==> config.mk <==
export PLATFORM = sky130hd
export DESIGN_NAME = stream_distinct_filter
export DESIGN_NICKNAME = d
export VERILOG_FILES = /design/src/design/sdf_pkg.sv /design/src/design/stream_distinct_filter.sv /design/src/design/sdf_cell.sv
export SDC_FILE = /design/constraint.sdc
export NUM_CORES = 2
export LEC_CHECK = 0
export BUFFER_PORTS_ARGS = -buffer_cell sky130_fd_sc_hd__buf_2
export CAP_MARGIN = 40
export CORE_MARGIN = 2
export CORE_UTILIZATION = 35
export CTS_BUF_LIST = sky130_fd_sc_hd__clkbuf_4 sky130_fd_sc_hd__clkbuf_8
export CTS_CLUSTER_DIAMETER = 30
export CTS_CLUSTER_SIZE = 16
export DETAILED_ROUTE_END_ITERATION = 8
export GPL_TIMING_DRIVEN = 0
export HOLD_SLACK_MARGIN = 0.02
export PLACE_DENSITY_LB_ADDON = 0.25
export REMOVE_ABC_BUFFERS = 1
export SETUP_SLACK_MARGIN = 0.3
export SLEW_MARGIN = 20
export SYNTH_ARGS = -nofsm -noshare
export SYNTH_HDL_FRONTEND = slang
export SYNTH_SLANG_ARGS = --single-unit
==> constraint.sdc <==
create_clock -name clk -period 13.76 [get_ports clk]
set_input_delay 2.064 -clock clk [delete_from_list [all_inputs] [get_ports clk]]
set_output_delay 2.064 -clock clk [all_outputs]
set_load 0.01 [all_outputs]
==> src/design/sdf_pkg.sv <==
// shared types and constants for the stream distinct filter
// depends on nothing; used by the cell, the top level and the checker
package sdf_pkg;

    // number of table entries, one per cell
    localparam int TABLE_DEPTH = 64;
    // width of the stored-entry count, holds 0 .. TABLE_DEPTH
    localparam int CNT_W = $clog2(TABLE_DEPTH + 1);
    localparam int VAL_W = 32;
    localparam int DCNT_W = 7;

    // request traveling down the cell chain
    typedef struct packed {
        logic             act;   // a request occupies this slot
        logic             hit;   // value matched a stored entry
        logic             wr;    // value was written into a free cell
        logic [CNT_W-1:0] rem;   // valid entries left ahead of this cell
        logic [VAL_W-1:0] val;   // value being looked up
    } token_t;

endpackage

==> src/design/stream_distinct_filter.sv <==
// top level of the stream distinct filter: request entry, cell chain, result
// registers and the stored-entry count; uses sdf_pkg and sdf_cell
//
//  channel  | handshake                 | payload
//  ---------+---------------------------+-------------------------------------
//  request  | start in, busy out        | value, last_item
//  result   | done out (one-cycle pulse)| value_out, is_new, distinct_count,
//           |                           | table_full, last_out
//
// a request walks the chain one cell per cycle; busy stays high while it is in
// the chain, so a new request is taken only after the last one has left it;
// the next start is taken in the cycle done is shown. reset empties the table
// at once; the result receiver cannot stall, each result shows for exactly
// one cycle.
module stream_distinct_filter
    import sdf_pkg::*;
(
    input  logic                    clk,
    input  logic                    rst_n,
    input  logic                    start,
    output logic                    busy,
    input  logic signed [VAL_W-1:0] value,
    input  logic                    last_item,
    output logic                    done,
    output logic signed [VAL_W-1:0] value_out,
    output logic                    is_new,
    output logic [DCNT_W-1:0]       distinct_count,
    output logic                    table_full,
    output logic                    last_out
);

    token_t            chain [TABLE_DEPTH+1];
    token_t            tail;
    logic              accept;
    logic              busy_reg;
    logic              busy_next;
    logic [CNT_W-1:0]  count_reg;
    logic [CNT_W-1:0]  count_next;
    logic [CNT_W-1:0]  count_after;
    logic              last_reg;
    logic              done_reg;
    logic [VAL_W-1:0]  value_out_reg;
    logic              is_new_reg;
    logic [DCNT_W-1:0] dcount_reg;
    logic              full_reg;
    logic              last_out_reg;

    assign accept = start && !busy_reg;

    // request entering the first cell
    always_comb
    begin
        chain[0]     = '0;
        chain[0].act = accept;
        chain[0].rem = count_reg;
        chain[0].val = value;
    end

    // cell chain
    for (genvar k = 0; k < TABLE_DEPTH; k++)
    begin : g_cell
        sdf_cell u_cell (
            .clk     (clk),
            .rst_n   (rst_n),
            .tok_in  (chain[k]),
            .tok_out (chain[k+1])
        );
    end

    assign tail        = chain[TABLE_DEPTH];
    assign count_after = count_reg + CNT_W'(tail.wr);

    // busy and count control
    always_comb
    begin
        busy_next  = busy_reg;
        count_next = count_reg;
        if (accept)
        begin
            busy_next = 1'b1;
        end
        if (tail.act)
        begin
            busy_next  = 1'b0;
            count_next = last_reg ? '0 : count_after;
        end
    end

    always_ff @(posedge clk or negedge rst_n)
    begin
        if (!rst_n)
        begin
            busy_reg  <= 1'b0;
            count_reg <= '0;
            done_reg  <= 1'b0;
        end
        else
        begin
            busy_reg  <= busy_next;
            count_reg <= count_next;
            done_reg  <= tail.act;
        end
    end

    // end-of-list flag of the request in flight
    always_ff @(posedge clk)
    begin
        if (accept)
        begin
            last_reg <= last_item;
        end
    end

    // result registers
    always_ff @(posedge clk)
    begin
        if (tail.act)
        begin
            value_out_reg <= tail.val;
            is_new_reg    <= !tail.hit;
            full_reg      <= !tail.hit && !tail.wr;
            dcount_reg    <= DCNT_W'(count_after);
            last_out_reg  <= last_reg;
        end
    end

    assign busy           = busy_reg;
    assign done           = done_reg;
    assign value_out      = value_out_reg;
    assign is_new         = is_new_reg;
    assign distinct_count = dcount_reg;
    assign table_full     = full_reg;
    assign last_out       = last_out_reg;

endmodule

==> src/design/sdf_cell.sv <==
// one table cell: holds one entry, compares the passing request with it,
// takes the value if it is the first free cell; uses sdf_pkg
module sdf_cell
    import sdf_pkg::*;
(
    input  logic   clk,
    input  logic   rst_n,
    input  token_t tok_in,
    output token_t tok_out
);

    token_t           tok_reg;
    token_t           tok_next;
    logic [VAL_W-1:0] entry_reg;
    logic             in_range;
    logic             match;
    logic             take;

    // entry is live when there are valid entries left at this position
    assign in_range = (tok_in.rem != '0);
    assign match    = tok_in.act && in_range && (entry_reg == tok_in.val);
    // first free cell takes a value that was not found
    assign take     = tok_in.act && !in_range && !tok_in.hit && !tok_in.wr;

    // next request slot
    always_comb
    begin
        tok_next     = tok_in;
        tok_next.hit = tok_in.hit || match;
        tok_next.wr  = tok_in.wr || take;
        tok_next.rem = in_range ? (tok_in.rem - 1'b1) : '0;
    end

    // request register
    always_ff @(posedge clk or negedge rst_n)
    begin
        if (!rst_n)
        begin
            tok_reg <= '0;
        end
        else
        begin
            tok_reg <= tok_next;
        end
    end

    // stored entry
    always_ff @(posedge clk)
    begin
        if (take)
        begin
            entry_reg <= tok_in.val;
        end
    end

    assign tok_out = tok_reg;

endmodule

==> flow_summary_export.csv <==
group,metric,value,unit
outcome,status,"complete, no violations",
setup_path,path_class,"in2async",
synthesis,syn-cell-area,0.164,sq mm
timing,relSlewSlack,40.0,%
global_route,grt_overflow,0,
setup_path,critical_path.slowest_cell,"buf_16",
global_route,track_usage,13.2,%
timing,period_share,28.5,%
setup_path,worstPathArrival,5.14,ns
floorplan,io_pins,80,
drt,firstDrtPassIters,5,
drt,viasPerCell,4.44,
cts,clock_latency,1.21,ns
floorplan,initial_utilization,35.1,%
synthesis,synth.distinct_cells,44,
cts,cts_buffer_depth,4,
global_route,grt_pass1_wl,495,mm
synthesis,synth-seq-cells,4781,
final_layout,syn_to_final_growth,16.4,%
setup_path,r2r_cells,5,
drt,vias,75792,
synthesis,synth.largest_area_cell,"dfrtp_1",
timing,fmax,255,MHz
min_path,holdCritStartpoint,"g_cell[29].u_cell.tok_out[19]",
cts,hold_buffers,0,
setup_path,crit_chain,"buf_12, buf_16, buf_16, buf_16, buf_16, buf_16",
timing,setup_violations,0,
placed_design,gp_congestion,0.778,
min_path,hp-class,"reg2reg",
timing,fin_skew,0.0512,ns
placed_design,place_inst,15768,
floorplan,coreArea,0.467,sq mm
setup_path,critPathCaptureType,"asynchronous set/reset pin",
final_layout,nFillCells,41667,
global_route,antenna_found_initial,12,
timing,rsz0062_at_grt,"no",
setup_path,crit_start,"rst_n",
floorplan,die_x,689,um
final_layout,largest_reg_flops,2681,
global_route,grt_pass1_vias,82254,
synthesis,synth_most_common_cell,"dfrtp_1",
final_layout,instances_no_fill,17082,
drt,wl_per_cell,18.2,um
setup_path,slowest_delay,0.47,ns
setup_path,crit_end,"g_cell[12].u_cell.tok_out[14]",
flow_run,cap_violations,0,
placed_design,io_buffers,79,
setup_path,cp.depth,6,
cts,htreeDepth,6,
floorplan,std_cell_rows,251,
global_route,top_usage_layer,"met2",
setup_path,crit_family,"buffers and inverters",
synthesis,synth_ff_type,"dfrtp_1",
synthesis,syn_area_per_cell,17.4,sq um
timing,slew_viol_final,0,
setup_path,reg2reg_to,"g_cell[62].u_cell.entry_reg[3]",
drt,drtAntennaViolNets,0,
cts,numCtsBuffers,697,
synthesis,yosys_warnings,0,
cts,cts_sinks,4781,
floorplan,fp.dieH,689,um
global_route,grt_max_degree,136,
timing,hold_violations,0,
cts,cts_resized,0,
global_route,met3_usage,2.12,%
synthesis,ys_seq_area_share,79.2,%
floorplan,die-area,0.475,sq mm
synthesis,synthTopCellsByArea,"dfrtp_1 (41%), edfxtp_1 (38%), xnor2_1 (10%)",
global_route,use_met2,22.0,%
setup_path,ff2ff_setup_slack,10.93,ns
power_and_ir_drop,power_density,151,mW/mm^2
synthesis,syn_inst,9448,
cts,cts_tree,"built",
final_layout,fin_util,40.9,%
power_and_ir_drop,leakagePower,0.0731,uW
synthesis,synth_edf_count,2091,
power_and_ir_drop,vdd_ir_drop_max,164,uV
synthesis,synth_top_area_share,41.0,%
timing,min_period,3.93,ns
cts,cts_root_buf,"clkbuf_8",
synthesis,ys_async_sr_fraction,56.3,%
final_layout,nets,10434,
setup_path,crit_path_max_fanout,129,
global_route,grt_util_met1,17.9,%
setup_path,critPathRequiredTime,14.98,ns
timing,worst_pin_slew,0.892,ns
setup_path,crit_top_cell,"buf_16",
cts,cts_setup_buffers,0,
drt,wirelength,310,mm
setup_path,regToRegStartpoint,"g_cell[61].u_cell.tok_out[36]",
drt,drc_errors,0,
drt,drt_iter0_drc,4774,
cts,clk_pin_slew,0.08,ns
synthesis,ys_top_cells_by_count,"dfrtp_1 (2690), edfxtp_1 (2091), xnor2_1 (1938)",
setup_path,startpoint_type,"primary input",
setup_path,worst-path-buf-inv,6,
placed_design,hpwl,215,mm
timing,fin_setup_tns,0,ns
final_layout,drive_above_1_share,15.4,%
-- where the power goes --
part / internal [uW] / total [uW] / switching (uW)
sequential: 15100 / 15400 / 311
clock: 6990 / 12900 / 5960
combinational: 181 / 432 / 251
total: 22300 / 28800 / 6520
-- how the worst min path moves through the flow --
stage	endpoint	slack (ns)	cells after the start
2_1_floorplan	g_cell[11].u_cell.tok_out[41]	0.37	0
3_3_place_gp	g_cell[50].u_cell.tok_out[41]	0.39	0
3_5_place_dp	g_cell[58].u_cell.tok_out[41]	0.39	0
4_1_cts	g_cell[42].u_cell.tok_out[18]	0.39	0
5_1_grt	g_cell[13].u_cell.tok_out[22]	0.40	0
6_report	g_cell[30].u_cell.tok_out[19]	0.39	0
-- cells in the final DEF (no fill, tap or decap), types with 33 or more instances in the layout --
cell type	netlist	final
clkbuf_8	0	746
a21o_1	33	33
xnor2_1	1938	1938
xor2_1	271	271
mux2_2	77	77
nand2_1	137	137
clkinv_4	0	69
edfxtp_1	2091	2091
nand2b_1	95	95
nor2_1	524	462
a31o_2	46	46
nor3_1	198	198
a21oi_1	50	50
nand3b_1	65	65
dfrtp_1	2690	2689
clkinv_2	0	94
bufinv_16	0	79
buf_2	2	78
inv_6	0	91
nand3_1	54	54
nand4_1	420	420
buf_16	0	59
nor2_4	0	62
inv_1	187	187
clkbuf_4	0	71
nor4_1	163	162
clkinvlp_4	0	91
ha_1	128	128
-- metrics by stage --
| stage | hold slack, ns | total power (uW) | cell area (sq um) | setup slack, ns |
|---|---|---|---|---|
| after floorplan | 0.367 | 15800 | 164000 | 9.07 |
| after global placement | 0.388 | 16200 | 172000 | -51.30 |
| after detailed placement | 0.393 | 16200 | 175000 | 8.48 |
| after CTS | 0.386 | 29200 | 191000 | 9.74 |
| after global routing | 0.404 | 29900 | 191000 | 9.40 |
| final | 0.392 | 28800 | 191000 | 9.83 |
-- worst register-to-register path, stage by stage, from the launching register on --
cell,delay (ns)
dfrtp_1,0.40
or3_4,0.42
nor4b_4,0.80
nand3b_1,0.28
nor2_4,0.43
buf_16,0.22
-- kinds of logic after synthesis --
family,after synthesis,synth area share (%)
flops,4781,79.2
xor+xnor,2209,11.8
simple gates,1830,6.14
buf+inv,234,0.539
compound gates,189,0.824
fa+ha+maj,128,0.975
mux,77,0.528
-- per-layer routing --
layer	routed length [um]	vias to the layer above
met5	72	-
met4	6850	10
met3	10200	565
met1	140000	39294
li1	-	34886
met2	153000	1037
-- area by class of cell --
type                    instances  area, sq um  area share [%]
multi-input cells            4433        33700            17.6
flip-flops and latches       4781       130000            68.0
repair buffers                170         2620            1.37
clock buffers                 817        10800            5.65
diodes                          6         15.0         0.00785
inverters                     187          702           0.367
clock inverters               490         5510            2.88
well taps                    6198         7750            4.05
(Power assumes the default switching activity.)
